[config.mk]
export PLATFORM = sky130hd
export DESIGN_NAME = frame_encoder_fletcher_checksum_flat
export DESIGN_NICKNAME = d
export VERILOG_FILES = /design/src/hdl/fec_pkg.sv /design/src/hdl/fec_if.sv /design/src/hdl/fec_fletcher.sv /design/src/hdl/frame_encoder_fletcher_checksum.sv /design/src/flat_wrapper.sv
export SDC_FILE = /design/constraint.sdc
export NUM_CORES = 1
export LEC_CHECK = 0
export BUFFER_PORTS_ARGS = -buffer_cell sky130_fd_sc_hd__buf_4
export CORE_ASPECT_RATIO = 2
export CORE_MARGIN = 3
export CORE_UTILIZATION = 60
export CTS_BUF_LIST = sky130_fd_sc_hd__clkbuf_4
export DETAILED_ROUTE_END_ITERATION = 12
export PLACE_DENSITY = 0.83
export SLEW_MARGIN = 20
export SYNTH_ARGS = -nofsm -noshare
export SYNTH_HDL_FRONTEND = slang
export SYNTH_SLANG_ARGS = --single-unit
[constraint.sdc]
create_clock -name clk -period 11.9 [get_ports clk]
set_input_delay 1.19 -clock clk [delete_from_list [all_inputs] [get_ports clk]]
set_output_delay 1.19 -clock clk [all_outputs]
set_load 0.01 [all_outputs]
[src/hdl/fec_pkg.sv]
`timescale 1ns / 1ps
// ----------------------------------------------------------------------------
// fec_pkg
// Shared types, constants and a mod-255 helper for the frame encoder.
// ----------------------------------------------------------------------------
package fec_pkg;

  localparam int BYTE_W = 8;
  localparam int HDR_BYTES = 10;
  localparam int CTR_W = 4;

  localparam logic OP_HDR = 1'b0;
  localparam logic OP_PAY = 1'b1;

  localparam logic [BYTE_W-1:0] SUM_A_INIT = 8'hAA;
  localparam logic [BYTE_W-1:0] SUM_B_INIT = 8'h00;
  localparam logic [BYTE_W:0] MOD_BASE = 9'd255;

  typedef logic [BYTE_W-1:0] byte_t;

  // control from the serializer to the checksum unit
  typedef struct packed {
    logic  fold;     // a data byte goes out this cycle
    byte_t data;
    logic  clear;    // high check byte goes out, frame closes
    logic  restart;  // a header is taken, new frame starts
  } sum_ctl_t;

  // (a + b) mod 255 for a < 255, b <= 255
  function automatic byte_t add_mod255(input byte_t a, input byte_t b);
    logic [BYTE_W:0] s;
    s = {1'b0, a} + {1'b0, b};
    if (s >= MOD_BASE) begin
      s = s - MOD_BASE;
    end
    return s[BYTE_W-1:0];
  endfunction

endpackage

[src/hdl/fec_if.sv]
`timescale 1ns / 1ps
// ----------------------------------------------------------------------------
// fec_in_if / fec_out_if
// Valid/ready channels for header and payload items and for frame bytes.
// ----------------------------------------------------------------------------
interface fec_in_if;
  logic        valid;
  logic        ready;
  logic        op;
  logic [7:0]  destination;
  logic [7:0]  src_addr;
  logic [7:0]  subnet_id;
  logic [7:0]  send_mode;
  logic [15:0] send_params;
  logic [7:0]  node_kind;
  logic [7:0]  msg_kind;
  logic [7:0]  packet_seq;
  logic [7:0]  payload_len;
  logic [7:0]  payload_byte;

  modport source (
    output valid, op, destination, src_addr, subnet_id, send_mode, send_params,
           node_kind, msg_kind, packet_seq, payload_len, payload_byte,
    input  ready
  );
  modport sink (
    input  valid, op, destination, src_addr, subnet_id, send_mode, send_params,
           node_kind, msg_kind, packet_seq, payload_len, payload_byte,
    output ready
  );
endinterface

interface fec_out_if;
  logic       valid;
  logic       ready;
  logic [7:0] out_byte;
  logic       frame_end;

  modport source (output valid, out_byte, frame_end, input ready);
  modport sink (input valid, out_byte, frame_end, output ready);
endinterface

[src/hdl/fec_fletcher.sv]
`timescale 1ns / 1ps
// ----------------------------------------------------------------------------
// fec_fletcher
// Running mod-255 Fletcher sums and the two check bytes of the open frame.
// ----------------------------------------------------------------------------
module fec_fletcher (
  input  logic              clk,
  input  logic              rst_n,
  input  fec_pkg::sum_ctl_t ctl,
  output fec_pkg::byte_t    chk_lo,
  output fec_pkg::byte_t    chk_hi
);

  fec_pkg::byte_t sum_a_r, sum_a_nxt;
  fec_pkg::byte_t sum_b_r, sum_b_nxt;
  fec_pkg::byte_t a_fold;

  assign a_fold = fec_pkg::add_mod255(sum_a_r, ctl.data);

  // hi byte is formed while the sums still hold their pre-check values
  assign chk_lo = 8'hFF - fec_pkg::add_mod255(sum_a_r, sum_b_r);
  assign chk_hi = 8'hFF - fec_pkg::add_mod255(sum_a_r, chk_lo);

  always_comb begin
    sum_a_nxt = sum_a_r;
    sum_b_nxt = sum_b_r;
    if (ctl.restart || ctl.clear) begin
      sum_a_nxt = fec_pkg::SUM_A_INIT;
      sum_b_nxt = fec_pkg::SUM_B_INIT;
    end else if (ctl.fold) begin
      sum_a_nxt = a_fold;
      sum_b_nxt = fec_pkg::add_mod255(sum_b_r, a_fold);
    end
  end

  always_ff @(posedge clk) begin
    if (!rst_n) begin
      sum_a_r <= fec_pkg::SUM_A_INIT;
      sum_b_r <= fec_pkg::SUM_B_INIT;
    end else begin
      sum_a_r <= sum_a_nxt;
      sum_b_r <= sum_b_nxt;
    end
  end

endmodule

[src/hdl/frame_encoder_fletcher_checksum.sv]
`timescale 1ns / 1ps
// ----------------------------------------------------------------------------
// frame_encoder_fletcher_checksum
// Serializes header and payload items into frame bytes with a mod-255
// Fletcher check pair closing each frame.
// ----------------------------------------------------------------------------
//  channel   dir   handshake        payload
//  in_ch     in    valid / ready    op, header fields, payload_byte
//  out_ch    out   valid / ready    out_byte, frame_end
//
//  one frame byte leaves per cycle while the output is not stalled: a header
//  item sends 10 bytes (12 with an empty payload), a payload item 1 (3 on
//  the frame's last byte), a dropped payload item none.
//  the next item is taken in the cycle the current one sends its last byte.
//  reset closes any frame and returns the sums to 0xaa and 0.
//  a stalled output holds its beat in the output register and stops the
//  serializer; the input side waits only while the serializer is busy.
// ----------------------------------------------------------------------------
module frame_encoder_fletcher_checksum (
  input logic          clk,
  input logic          rst_n,
  fec_in_if.sink       in_ch,
  fec_out_if.source    out_ch
);

  logic                         act_r;
  logic                         hdr_r;
  logic                         chk_r;
  logic [fec_pkg::CTR_W-1:0]    ctr_r;
  logic [fec_pkg::CTR_W-1:0]    last_r;
  fec_pkg::byte_t               left_r;
  fec_pkg::byte_t               bytes_r [fec_pkg::HDR_BYTES];

  logic                         out_valid_r;
  fec_pkg::byte_t               out_byte_r;
  logic                         out_end_r;

  logic [fec_pkg::CTR_W-1:0]    n_data;
  logic                         is_data;
  logic                         is_lo;
  logic                         is_hi;
  logic                         emit;
  logic                         last;
  logic                         load;
  logic                         ld_hdr;
  logic                         ld_pay;
  fec_pkg::byte_t               cur_byte;
  fec_pkg::byte_t               chk_lo;
  fec_pkg::byte_t               chk_hi;
  fec_pkg::sum_ctl_t            sum_ctl;

  assign n_data  = hdr_r ? fec_pkg::CTR_W'(fec_pkg::HDR_BYTES) : fec_pkg::CTR_W'(1);
  assign is_data = ctr_r < n_data;
  assign is_lo   = chk_r && (ctr_r == n_data);
  assign is_hi   = chk_r && (ctr_r == n_data + fec_pkg::CTR_W'(1));
  assign emit    = act_r && (!out_valid_r || out_ch.ready);
  assign last    = ctr_r == last_r;

  assign in_ch.ready = !act_r || (emit && last);
  assign load   = in_ch.valid && in_ch.ready;
  assign ld_hdr = load && (in_ch.op == fec_pkg::OP_HDR);
  // payload with no open frame is consumed and dropped
  assign ld_pay = load && (in_ch.op == fec_pkg::OP_PAY) && (left_r != 8'd0);

  always_comb begin
    if (is_data) begin
      cur_byte = bytes_r[ctr_r];
    end else if (is_lo) begin
      cur_byte = chk_lo;
    end else begin
      cur_byte = chk_hi;
    end
  end

  assign sum_ctl.fold    = emit && is_data;
  assign sum_ctl.data    = cur_byte;
  assign sum_ctl.clear   = emit && is_hi;
  assign sum_ctl.restart = ld_hdr;

  fec_fletcher u_sum (
    .clk    (clk),
    .rst_n  (rst_n),
    .ctl    (sum_ctl),
    .chk_lo (chk_lo),
    .chk_hi (chk_hi)
  );

  // serializer control
  always_ff @(posedge clk) begin
    if (!rst_n) begin
      act_r  <= 1'b0;
      hdr_r  <= 1'b0;
      chk_r  <= 1'b0;
      ctr_r  <= '0;
      last_r <= '0;
      left_r <= 8'd0;
    end else begin
      if (emit) begin
        ctr_r <= ctr_r + fec_pkg::CTR_W'(1);
        if (last) begin
          act_r <= 1'b0;
        end
      end
      if (ld_hdr) begin
        act_r  <= 1'b1;
        hdr_r  <= 1'b1;
        ctr_r  <= '0;
        chk_r  <= (in_ch.payload_len == 8'd0);
        last_r <= (in_ch.payload_len == 8'd0) ?
                  fec_pkg::CTR_W'(fec_pkg::HDR_BYTES + 1) :
                  fec_pkg::CTR_W'(fec_pkg::HDR_BYTES - 1);
        left_r <= in_ch.payload_len;
      end else if (ld_pay) begin
        act_r  <= 1'b1;
        hdr_r  <= 1'b0;
        ctr_r  <= '0;
        chk_r  <= (left_r == 8'd1);
        last_r <= (left_r == 8'd1) ? fec_pkg::CTR_W'(2) : fec_pkg::CTR_W'(0);
        left_r <= left_r - 8'd1;
      end
    end
  end

  // item bytes, header order
  always_ff @(posedge clk) begin
    if (ld_hdr) begin
      bytes_r[0] <= in_ch.destination;
      bytes_r[1] <= in_ch.src_addr;
      bytes_r[2] <= in_ch.subnet_id;
      bytes_r[3] <= in_ch.send_mode;
      bytes_r[4] <= in_ch.send_params[7:0];
      bytes_r[5] <= in_ch.send_params[15:8];
      bytes_r[6] <= in_ch.node_kind;
      bytes_r[7] <= in_ch.msg_kind;
      bytes_r[8] <= in_ch.packet_seq;
      bytes_r[9] <= in_ch.payload_len;
    end else if (ld_pay) begin
      bytes_r[0] <= in_ch.payload_byte;
    end
  end

  // output beat register
  always_ff @(posedge clk) begin
    if (!rst_n) begin
      out_valid_r <= 1'b0;
    end else if (emit) begin
      out_valid_r <= 1'b1;
    end else if (out_ch.ready) begin
      out_valid_r <= 1'b0;
    end
  end

  always_ff @(posedge clk) begin
    if (emit) begin
      out_byte_r <= cur_byte;
      out_end_r  <= is_hi;
    end
  end

  assign out_ch.valid     = out_valid_r;
  assign out_ch.out_byte  = out_byte_r;
  assign out_ch.frame_end = out_end_r;

endmodule

[src/flat_wrapper.sv]
// flat-port wrapper written by rule: the top's interface ports become plain ports
module frame_encoder_fletcher_checksum_flat 
  (clk, rst_n, in_ch_valid, in_ch_op, in_ch_destination, in_ch_src_addr, in_ch_subnet_id, in_ch_send_mode, in_ch_send_params, in_ch_node_kind, in_ch_msg_kind, in_ch_packet_seq, in_ch_payload_len, in_ch_payload_byte, in_ch_ready, out_ch_valid, out_ch_out_byte, out_ch_frame_end, out_ch_ready);
  fec_in_if in_ch_i ();
  fec_out_if out_ch_i ();
  input logic clk;
  input logic rst_n;
  input wire logic [$bits(in_ch_i.valid)-1:0] in_ch_valid;
  input wire logic [$bits(in_ch_i.op)-1:0] in_ch_op;
  input wire logic [$bits(in_ch_i.destination)-1:0] in_ch_destination;
  input wire logic [$bits(in_ch_i.src_addr)-1:0] in_ch_src_addr;
  input wire logic [$bits(in_ch_i.subnet_id)-1:0] in_ch_subnet_id;
  input wire logic [$bits(in_ch_i.send_mode)-1:0] in_ch_send_mode;
  input wire logic [$bits(in_ch_i.send_params)-1:0] in_ch_send_params;
  input wire logic [$bits(in_ch_i.node_kind)-1:0] in_ch_node_kind;
  input wire logic [$bits(in_ch_i.msg_kind)-1:0] in_ch_msg_kind;
  input wire logic [$bits(in_ch_i.packet_seq)-1:0] in_ch_packet_seq;
  input wire logic [$bits(in_ch_i.payload_len)-1:0] in_ch_payload_len;
  input wire logic [$bits(in_ch_i.payload_byte)-1:0] in_ch_payload_byte;
  output wire logic [$bits(in_ch_i.ready)-1:0] in_ch_ready;
  output wire logic [$bits(out_ch_i.valid)-1:0] out_ch_valid;
  output wire logic [$bits(out_ch_i.out_byte)-1:0] out_ch_out_byte;
  output wire logic [$bits(out_ch_i.frame_end)-1:0] out_ch_frame_end;
  input wire logic [$bits(out_ch_i.ready)-1:0] out_ch_ready;
  assign in_ch_i.valid = in_ch_valid;
  assign in_ch_i.op = in_ch_op;
  assign in_ch_i.destination = in_ch_destination;
  assign in_ch_i.src_addr = in_ch_src_addr;
  assign in_ch_i.subnet_id = in_ch_subnet_id;
  assign in_ch_i.send_mode = in_ch_send_mode;
  assign in_ch_i.send_params = in_ch_send_params;
  assign in_ch_i.node_kind = in_ch_node_kind;
  assign in_ch_i.msg_kind = in_ch_msg_kind;
  assign in_ch_i.packet_seq = in_ch_packet_seq;
  assign in_ch_i.payload_len = in_ch_payload_len;
  assign in_ch_i.payload_byte = in_ch_payload_byte;
  assign in_ch_ready = in_ch_i.ready;
  assign out_ch_valid = out_ch_i.valid;
  assign out_ch_out_byte = out_ch_i.out_byte;
  assign out_ch_frame_end = out_ch_i.frame_end;
  assign out_ch_i.ready = out_ch_ready;
  frame_encoder_fletcher_checksum u_core (.clk(clk), .rst_n(rst_n), .in_ch(in_ch_i), .out_ch(out_ch_i));
endmodule
==> flow_metrics.tcl, run 1 <==
set metrics [dict create \
    antenna_found_initial 1 \
    worstSkewPairLatency_ns 0.53 \
    cts_tree "built" \
    ys_types 73 \
    dr.pass1.iters 7 \
    maxCapViolations 0 \
    io_pins 104 \
    syn-instance-count 689 \
    hold_class "reg -> reg" \
    cts.sinks 125 \
    seqCellArea_um2 3390 \
    r2r-start "u_core.u_sum.sum_b_r[0]$_SDFFE_PP0P_" \
    synth_area_leader_cell "edfxtp_1" \
    grt_first_pass_wirelength_um 30700 \
    ctsLongestPathBuffers 2 \
    vias_per_cell 6.19 \
    synth_async_sr_flop_share 0 \
    r2r_slack_ns 1.46 \
    slew_viol_final 0 \
    crit_start "u_core.u_sum.sum_b_r[0]$_SDFFE_PP0P_" \
    worst_pin_slew_ns 1.01 \
    die_h_um 163 \
    drive_gt1_frac 0.223 \
    final_hold_viol_count 0 \
    setup_viol 0 \
    fillers 877 \
    final_antenna_net_count 0 \
    area_delta_synth_final_pct 16.2 \
    cts_made_buffers 17 \
    fin_crit_ns 10.44 \
    yosysTopAreaCellShare 0.361 \
    crit_fanout 6 \
    yosys_most_used_dff "edfxtp_1" \
    synth-seq-cells 125 \
    multiInputGateArea_um2 3810 \
    cp.required_ns 12.34 \
    reg2reg_depth 41 \
    place.gp.congestion 0.964 \
    arrival_ns 10.88 \
    synth_area_leaders "edfxtp_1, dfxtp_1, ha_1, mux4_2, nand2_1" \
    max_slew_margin 0.326 \
    period_share 0.878 \
    path_clk_slew_ns 0.13 \
    grt_pass1_vias 6177 \
    fin_nets 935 \
    initial_core_util 0.621 \
    cp-start-kind "flip-flop" \
    rsz0062_at_grt "false" \
    core_area_um2 11900 \
    cts_setup_buffers 0 \
    num_vias 5901 \
    power.leakage_nw 3.45 \
    synth_warnings 0 \
    r2r-end "u_core.u_sum.sum_b_r[6]$_SDFFE_PP0P_" \
    io_buffers 103 \
    drt_iter0_drc 439 \
    overflow 0 \
    synth-edff-count 89 \
    vdd_drop_max_v 0.000193 \
    grt_max_degree 84 \
    cp-end-kind "flip-flop" \
    htree_levels 4 \
    crit_path_end "u_core.u_sum.sum_b_r[6]$_SDFFE_PP0P_" \
    grt_usage 0.291 \
    fmax_mhz 95.8 \
    final_cell_mix "buf_4, edfxtp_1, nand2_1" \
    path_common_cell "a21oi_1" \
    fp.dieW_um 84.5 \
    wl_per_cell_um 20.4 \
    crit_type "reg -> reg" \
    routed_wl_um 19400 \
    final_common_cell "buf_4" \
    setup_tns_ns 0 \
    synth_fp_nets 830 \
    p_per_area_nw_per_um2 326 \
    place_hpwl_um 15200 \
    netlist_area_um2 7390 \
    synth_area_per_cell_um2 10.7 \
    ctsHoldBuffers 0 \
    critPathMaxStageDelay_ns 0.52 \
    status "finished clean" \
    yosysSeqAreaShare 0.459 \
    drc 0 \
    critPathSlowestCell "o21ai_0" \
    total_power_mw 2.80 \
    row_count 56 \
    skew_ns 0.0234 \
    ctsResizeCount 0 \
    design.die.area_um2 13800 \
    clockRootBuffer "clkbuf_4" \
]
==> routing by layer <==
| metal | vias to the layer above | wire length, µm | track usage |
|---|---|---|---|
| met1 | 2803 | 6240 | 0.280 |
| met4 | 0 | 1260 | 0.174 |
| li1 | 2754 | - | - |
| met2 | 278 | 11000 | 0.558 |
| met5 | - | 0 | 0 |
| met3 | 66 | 964 | 0.0511 |
==> power breakdown <==
part / leakage [nW] / switching [mW] / internal [mW]
Sequential: 1.13 / 0.0416 / 0.527
Clock: 0.162 / 0.178 / 0.131
Combinational: 2.17 / 1.15 / 0.770
==> final cells by class <==
type,instances,area share
clock buffer,17,0.0148
sequential,125,0.395
clock inverter,15,0.0199
multi-input combinational,513,0.443
tap,145,0.0211
timing repair buffer,105,0.0917
inverter,32,0.0140
antenna,1,0.000291
==> flip-flops by register name (all words and copies together), names as in the netlist, named ones only <==
| register | count |
|---|---|
| u_core.out_ch.valid | 1 |
| u_core.ctr_r | 4 |
| u_core.u_sum.sum_a_r | 8 |
| u_core.bytes_r | 80 |
| u_core.act_r | 1 |
| u_core.left_r | 8 |
| u_core.out_ch.out_byte | 8 |
| u_core.last_r | 2 |
| u_core.out_ch.frame_end | 1 |
| u_core.u_sum.sum_b_r | 8 |
==> synthesized netlist by cell type (10+ instances only) <==
library cell and count:
a21o_1 12, mux4_2 16, nand3_1 10, nand2b_1 10
nor2_1 52, nor2b_1 16, clkbuf_1 17, edfxtp_1 89
ha_1 44, a211oi_1 10, o21ai_0 29, mux2i_1 16
nor3_1 14, dfxtp_1 36, a21oi_1 47, xor2_1 18
xnor2_1 29, inv_1 31, nand2_1 81
==> critical path: cells and delay by family (launching register included) <==
kind / cells / cell delay (ns)
AO/OA/AOI/OAI: 24 / 5.55
adder cells (fa/ha/maj): 5 / 1.50
multiplexers: 3 / 1.06
AND/OR/NAND/NOR: 5 / 0.95
XOR/XNOR: 4 / 0.89
flip-flops: 1 / 0.38
==> worst min path at each step <==
stage | to | startpoint | cells past startpoint
2_1_floorplan | u_core.out_ch.valid$_SDFFE_PN0P_ | u_core.act_r$_SDFFE_PN0P_ | 2
3_3_place_gp | u_core.out_ch.valid$_SDFFE_PN0P_ | u_core.act_r$_SDFFE_PN0P_ | 2
3_5_place_dp | u_core.out_ch.valid$_SDFFE_PN0P_ | u_core.act_r$_SDFFE_PN0P_ | 2
4_1_cts | u_core.out_ch.valid$_SDFFE_PN0P_ | u_core.act_r$_SDFFE_PN0P_ | 2
5_1_grt | u_core.left_r[6]$_SDFFE_PN0P_ | u_core.left_r[6]$_SDFFE_PN0P_ | 2
6_report | u_core.out_ch.valid$_SDFFE_PN0P_ | u_core.act_r$_SDFFE_PN0P_ | 2
==> through the flow <==
stage	setup WS, ns	std cells	hold slack (ns)	util	area [µm²]
finish	1.46	953	0.488	0.722	8590
global placement	1.94	920	0.455	0.696	8290
global route	0.518	953	0.530	0.722	8590
detailed placement	1.67	920	0.468	0.696	8290
CTS	1.61	952	0.488	0.721	8590
floorplan	2.89	689	0.445	-	7390
==> cell families after synthesis <==
family | share of synthesized area
fa+ha+maj | 0.0853
compound gates | 0.147
buf+inv | 0.0261
simple gates | 0.142
flops | 0.459
xor+xnor | 0.0623
mux | 0.0780
(Power assumes the default switching activity.)
==> run 2: changes to the inputs <==
--- a/config.mk
+++ b/config.mk
@@ -5,6 +5,7 @@
 export SDC_FILE = /design/constraint.sdc
 export NUM_CORES = 1
 export LEC_CHECK = 0
+export ABC_AREA = 1
 export BUFFER_PORTS_ARGS = -buffer_cell sky130_fd_sc_hd__buf_4
 export CORE_ASPECT_RATIO = 2
 export CORE_MARGIN = 3
==> run 2 against run 1 <==
  * Global-route usage decreased by 1.2 points
  * First-iteration DRC count decreased by 17%
  * Clock skew about the same
  * Sequential power decreased by 2%
  * Setup slack improved by 0.94 ns
  * Flip-flop and latch count unchanged
  * Die area increased by 1.0%
  * Final cell count increased by 19%
  * Critical endpoint unchanged
==> flow_metrics.tcl, run 2 <==
set metrics [dict create \
    status "finished clean" \
    synth_async_sr_flop_share 0 \
    hold_class "reg -> reg" \
    maxCapViolations 0 \
    cts.sinks 125 \
    slew_viol_final 0 \
    worst_pin_slew_ns 0.929 \
    initial_core_util 0.613 \
    worstSkewPairLatency_ns 0.53 \
    drive_gt1_frac 0.171 \
    synth_fp_nets 1008 \
    setup_tns_ns 0 \
    fmax_mhz 105 \
    fin_nets 1114 \
    power.leakage_nw 3.96 \
    yosys_most_used_dff "edfxtp_1" \
    final_common_cell "nand2_1" \
    place_hpwl_um 14600 \
    whs_ns 0.524 \
    hold_path.startpoint "u_core.out_ch.valid$_SDFFE_PN0P_" \
    cp.required_ns 12.35 \
    crit_fanout 13 \
    vdd_drop_max_v 0.000191 \
    place.gp.congestion 0.939 \
    yosysTopAreaCellShare 0.358 \
    row_count 57 \
    synth_area_per_cell_um2 8.62 \
    total_power_mw 2.18 \
    grt_first_pass_wirelength_um 30000 \
    final_hold_viol_count 0 \
    fillers 916 \
    path_common_cell "nand2_1" \
    path_clk_slew_ns 0.13 \
    crit_type "reg -> reg" \
    rsz0062_at_grt "false" \
    cp-start-kind "flip-flop" \
    switching_power_mw 1.09 \
    final_cell_mix "nand2_1, inv_1, buf_4" \
    top_register "u_core.bytes_r" \
    die_h_um 164 \
    fp.dieW_um 84.9 \
    io_pins 104 \
    drc 0 \
    synth_area_leaders "edfxtp_1, dfxtp_1, nand2_1, ha_1, inv_1" \
    arrival_ns 9.95 \
    yosysSeqAreaShare 0.454 \
    cts_setup_buffers 0 \
    design.die.area_um2 13900 \
    synth_warnings 0 \
    setup_viol 0 \
    netlist_area_um2 7470 \
    io_buffers 103 \
    grt_usage 0.279 \
    core_area_um2 12200 \
    seqPwrFrac 0.257 \
    grt_pass1_vias 6447 \
    netSwitchingFraction 0.501 \
    dr.pass1.iters 5 \
    cts_made_buffers 17 \
    area_delta_synth_final_pct 15.5 \
    synth-seq-cells 125 \
    p_per_area_nw_per_um2 252 \
    r2r-start "u_core.u_sum.sum_b_r[0]$_SDFFE_PP0P_" \
    drt_iter0_drc 363 \
    num_vias 6522 \
    overflow 0 \
    antenna_found_initial 1 \
    cp-end-kind "flip-flop" \
    clockRootBuffer "clkbuf_4" \
    final_antenna_net_count 0 \
    yosys.cell_count.top_type "nand2_1" \
    max_slew_margin 0.381 \
    period_share 0.799 \
    instances_no_fill 1134 \
    synth-edff-count 89 \
    ctsHoldBuffers 0 \
    cts_tree "built" \
    ctsResizeCount 0 \
    skew_ns 0.0232 \
    wl_per_cell_um 16.8 \
    vias_per_cell 5.75 \
    yosys-top-cells-count "nand2_1, inv_1, edfxtp_1" \
    synth_area_leader_cell "edfxtp_1" \
    critPathMaxStageDelay_ns 0.53 \
    largest_reg_flops 80 \
    crit_start "u_core.u_sum.sum_b_r[0]$_SDFFE_PP0P_" \
    ctsLongestPathBuffers 2 \
    ys_types 48 \
    p_int_mw 1.09 \
    critPathSlowestCell "fa_1" \
    fin_crit_ns 9.51 \
    routed_wl_um 19000 \
    clkPwrFrac 0.122 \
    syn-instance-count 867 \
    combinationalPowerShare 0.621 \
    placedCellCount 1101 \
    grt_max_degree 78 \
    htree_levels 4 \
]
## run 2: changes by cell type in the layout (fill, tap and decap cells not counted), sizes merged, moves of 25 or more
cell / previous run / this run
nor2: 54 / 79
xnor2: 31 / 4
inv: 39 / 130
nand2: 81 / 178
nand3: 10 / 51
o21ai: 30 / 64
## run 2: path summary, 6_finish.rpt
| path | to | slack [ns] | depth (start not counted) |
|---|---|---|---|
| max | u_core.u_sum.sum_b_r[6]$_SDFFE_PP0P_ | 2.39 | 58 |
| min | u_core.out_ch.valid$_SDFFE_PN0P_ | 0.52 | 2 |
| max reg2reg | u_core.u_sum.sum_b_r[6]$_SDFFE_PP0P_ | 2.39 | 58 |
| min reg2reg | u_core.out_ch.valid$_SDFFE_PN0P_ | 0.52 | 2 |
## run 2: per-layer routing
layer	part of all wire	vias up	track usage	wire, µm
li1	-	3162	-	-
met1	0.32	2993	0.265	6140
met2	0.55	285	0.518	10400
met3	0.052	82	0.0557	991
met4	0.077	0	0.201	1470
met5	0	-	0	0
## run 2: cell type report
class,count,area [µm²],area share
multi-input cells,598,3540,0.410
flip-flops and latches,125,3390,0.393
repair buffers,108,811,0.0939
inverters,123,462,0.0535
well taps,147,184,0.0213
clock buffers,18,135,0.0156
clock inverters,14,108,0.0125
diodes,1,2.50,0.000290
## run 2: cell families (layout without fill, tap and decap cells)
group           after synthesis  count (layout)  synth area share
fa+ha+maj                    48              48            0.0844
buf+inv                     144             263            0.0735
simple gates                334             334             0.198
mux                           8               8            0.0107
flops                       125             125             0.454
other cells                   0               1                 0
xor+xnor                     34              34            0.0398
compound gates              174             174             0.140
## run 2: power groups by stage
stage / Sequential [mW] / Combinational [mW] / Clock (mW)
floorplan: 0.554 / 1.03 / 0
finish: 0.558 / 1.35 / 0.266
detailed placement: 0.567 / 1.33 / 0
global route: 0.561 / 1.52 / 0.291
CTS: 0.557 / 1.34 / 0.272
global placement: 0.565 / 1.30 / 0
## run 2: worst max-delay path: cells and delay by family (launching register included)
kind | cells | cell delay, ns
fa+ha+maj | 8 | 2.43
simple gates | 26 | 3.36
compound gates | 13 | 1.98
buf+inv | 6 | 0.36
xor+xnor | 5 | 0.89
flops | 1 | 0.39
## run 2: through the flow
step | area [µm²] | util | setup slack [ns]
finish | 8630 | 0.708 | 2.39
global route | 8630 | 0.708 | 1.45
CTS | 8630 | 0.708 | 2.52
detailed placement | 8390 | 0.688 | 2.53
global placement | 8390 | 0.688 | 2.95
floorplan | 7470 | - | 3.56
==> run 3: changes to the inputs <==
==> constraint.sdc (replaced) <==
create_clock -name clk -period 9.06 [get_ports clk]
set_input_delay 0.906 -clock clk [delete_from_list [all_inputs] [get_ports clk]]
set_output_delay 0.906 -clock clk [all_outputs]
set_load 0.01 [all_outputs]
==> run 3 against run 2 <==
  * Final cell count up 2.3%
  * Maximum frequency up 8.1%
  * Utilization grew 3.1 points
  * Power rose by 47%
  * Clock-buffer cell count is 1 lower
  * Die area stayed put
  * Sequential power up 31%
  * Setup slack got worse by 2.1 ns
  * Sequential share of layout area fell by 1.6 points
  * First-iteration DRC count grew 13%
  * Cell area rose by 4.4%
==> flow_metrics.tcl, run 3 (same netlist as run 2, synthesis figures left out) <==
set metrics [dict create \
    place.gp.congestion 0.948 \
    fp.dieW_um 84.9 \
    design.die.area_um2 13900 \
    netSwitchingFraction 0.491 \
    ctsHoldBuffers 0 \
    status "finished clean" \
    overflow 0 \
    num_vias 6746 \
    seqPwrFrac 0.228 \
    cts_made_buffers 17 \
    fin_nets 1140 \
    seqCellArea_um2 3400 \
    arrival_ns 9.23 \
    io_pins 104 \
    drc 0 \
    cp-start-kind "flip-flop" \
    htree_levels 4 \
    worstSkewPairLatency_ns 0.52 \
    worst_pin_slew_ns 0.956 \
    clockRootBuffer "clkbuf_4" \
    skew_ns 0.0220 \
    crit_fanout 13 \
    path_common_cell "nand2_1" \
    max_slew_margin 0.362 \
    critPathMaxStageDelay_ns 0.57 \
    whs_ns 0.500 \
    drt_iter0_drc 412 \
    grt_max_degree 78 \
    fmax_mhz 114 \
    fin_crit_ns 8.79 \
    combinationalPowerShare 0.657 \
    vias_per_cell 5.82 \
    total_power_mw 3.20 \
    row_count 57 \
    cp-end-kind "flip-flop" \
    period_share 0.970 \
    switching_power_mw 1.57 \
    final_cell_mix "nand2_1, buf_4, inv_1" \
    core_area_um2 12200 \
    initial_core_util 0.613 \
    p_per_area_nw_per_um2 355 \
    die_h_um 164 \
    vdd_drop_max_v 0.000349 \
    setup_viol 0 \
    place_hpwl_um 15200 \
    io_buffers 103 \
    area_delta_synth_final_pct 20.6 \
    final_antenna_net_count 0 \
    p_int_mw 1.63 \
    cts.sinks 125 \
    hold_class "reg -> reg" \
    largest_reg_flops 80 \
    slew_viol_final 0 \
    ctsLongestPathBuffers 2 \
    fillers 868 \
    cp.required_ns 9.49 \
    maxCapViolations 0 \
    power.leakage_nw 4.10 \
    grt_pass1_vias 6646 \
    antenna_found_initial 1 \
    final_common_cell "nand2_1" \
    drive_gt1_frac 0.225 \
    wl_per_cell_um 17.3 \
    routed_wl_um 20100 \
    grt_first_pass_wirelength_um 31000 \
    crit_type "reg -> reg" \
    path_clk_slew_ns 0.13 \
    dr.pass1.iters 7 \
    top_register "u_core.bytes_r" \
    clkPwrFrac 0.115 \
    timing.final.ws_setup_ns 0.268 \
    final_hold_viol_count 0 \
    dp_slack_ns -0.0839 \
    grt_usage 0.290 \
    cts_tree "built" \
    critPathSlowestCell "fa_1" \
    multiInputGateArea_um2 3700 \
]
run 3: path summary, 6_finish.rpt:
| path | slack [ns] | to | cells past startpoint | from |
|---|---|---|---|---|
| hold reg to reg | 0.50 | u_core.out_ch.valid$_SDFFE_PN0P_ | 2 | u_core.out_ch.valid$_SDFFE_PN0P_ |
| setup / recovery | 0.27 | u_core.u_sum.sum_b_r[6]$_SDFFE_PP0P_ | 58 | u_core.u_sum.sum_a_r[0]$_SDFFE_PP0P_ |
| hold / removal | 0.50 | u_core.out_ch.valid$_SDFFE_PN0P_ | 2 | u_core.out_ch.valid$_SDFFE_PN0P_ |
| setup reg to reg | 0.27 | u_core.u_sum.sum_b_r[6]$_SDFFE_PP0P_ | 58 | u_core.u_sum.sum_a_r[0]$_SDFFE_PP0P_ |
run 3: metrics by stage:
stage | TNS (ns) | util | area, µm² | instances
after floorplan | 0 | - | 7470 | 867
final | 0 | 0.739 | 9020 | 1160
after global placement | 0 | 0.692 | 8440 | 1108
after global routing | -1.04 | 0.739 | 9020 | 1160
after detailed placement | -0.172 | 0.692 | 8440 | 1108
after CTS | 0 | 0.714 | 8710 | 1140
run 3: what timing repair did:
item	4_1_cts	5_1_grt
setup buffers	0	19
setup endpoints to repair	3	8
gates resized for setup	2	42
pin swaps	1	23
hold endpoints to repair	0	0
cloned	0	0
run 3: final cells by class:
| class | count | area share |
|---|---|---|
| clock buffer | 17 | 0.0142 |
| clock inverter | 15 | 0.0151 |
| sequential | 125 | 0.377 |
| multi-input combinational | 598 | 0.411 |
| tap | 147 | 0.0204 |
| timing repair buffer | 134 | 0.112 |
| antenna | 1 | 0.000278 |
| inverter | 123 | 0.0512 |
run 3: routing by layer:
metal | vias up | wire length [µm] | track usage
met3 | 97 | 1060 | 0.0522
met1 | 3123 | 6380 | 0.278
met5 | - | 0 | 0
li1 | 3220 | - | -
met4 | 0 | 1700 | 0.223
met2 | 306 | 10900 | 0.531
run 3: critical path: cells and delay by family (launching register included):
family | cells | cell delay (ns)
buffers and inverters | 7 | 0.55
flip-flops | 1 | 0.34
AND/OR/NAND/NOR | 28 | 3.25
adder cells (fa/ha/maj) | 7 | 2.03
XOR/XNOR | 5 | 0.76
AO/OA/AOI/OAI | 11 | 1.73
run 3: power groups by stage:
stage	Clock (mW)	Sequential, mW	Combinational, mW
after floorplan	0	0.727	1.36
after global placement	0	0.738	1.76
after detailed placement	0	0.741	1.80
after CTS	0.375	0.728	1.81
after global routing	0.405	0.733	2.33
final	0.368	0.729	2.10
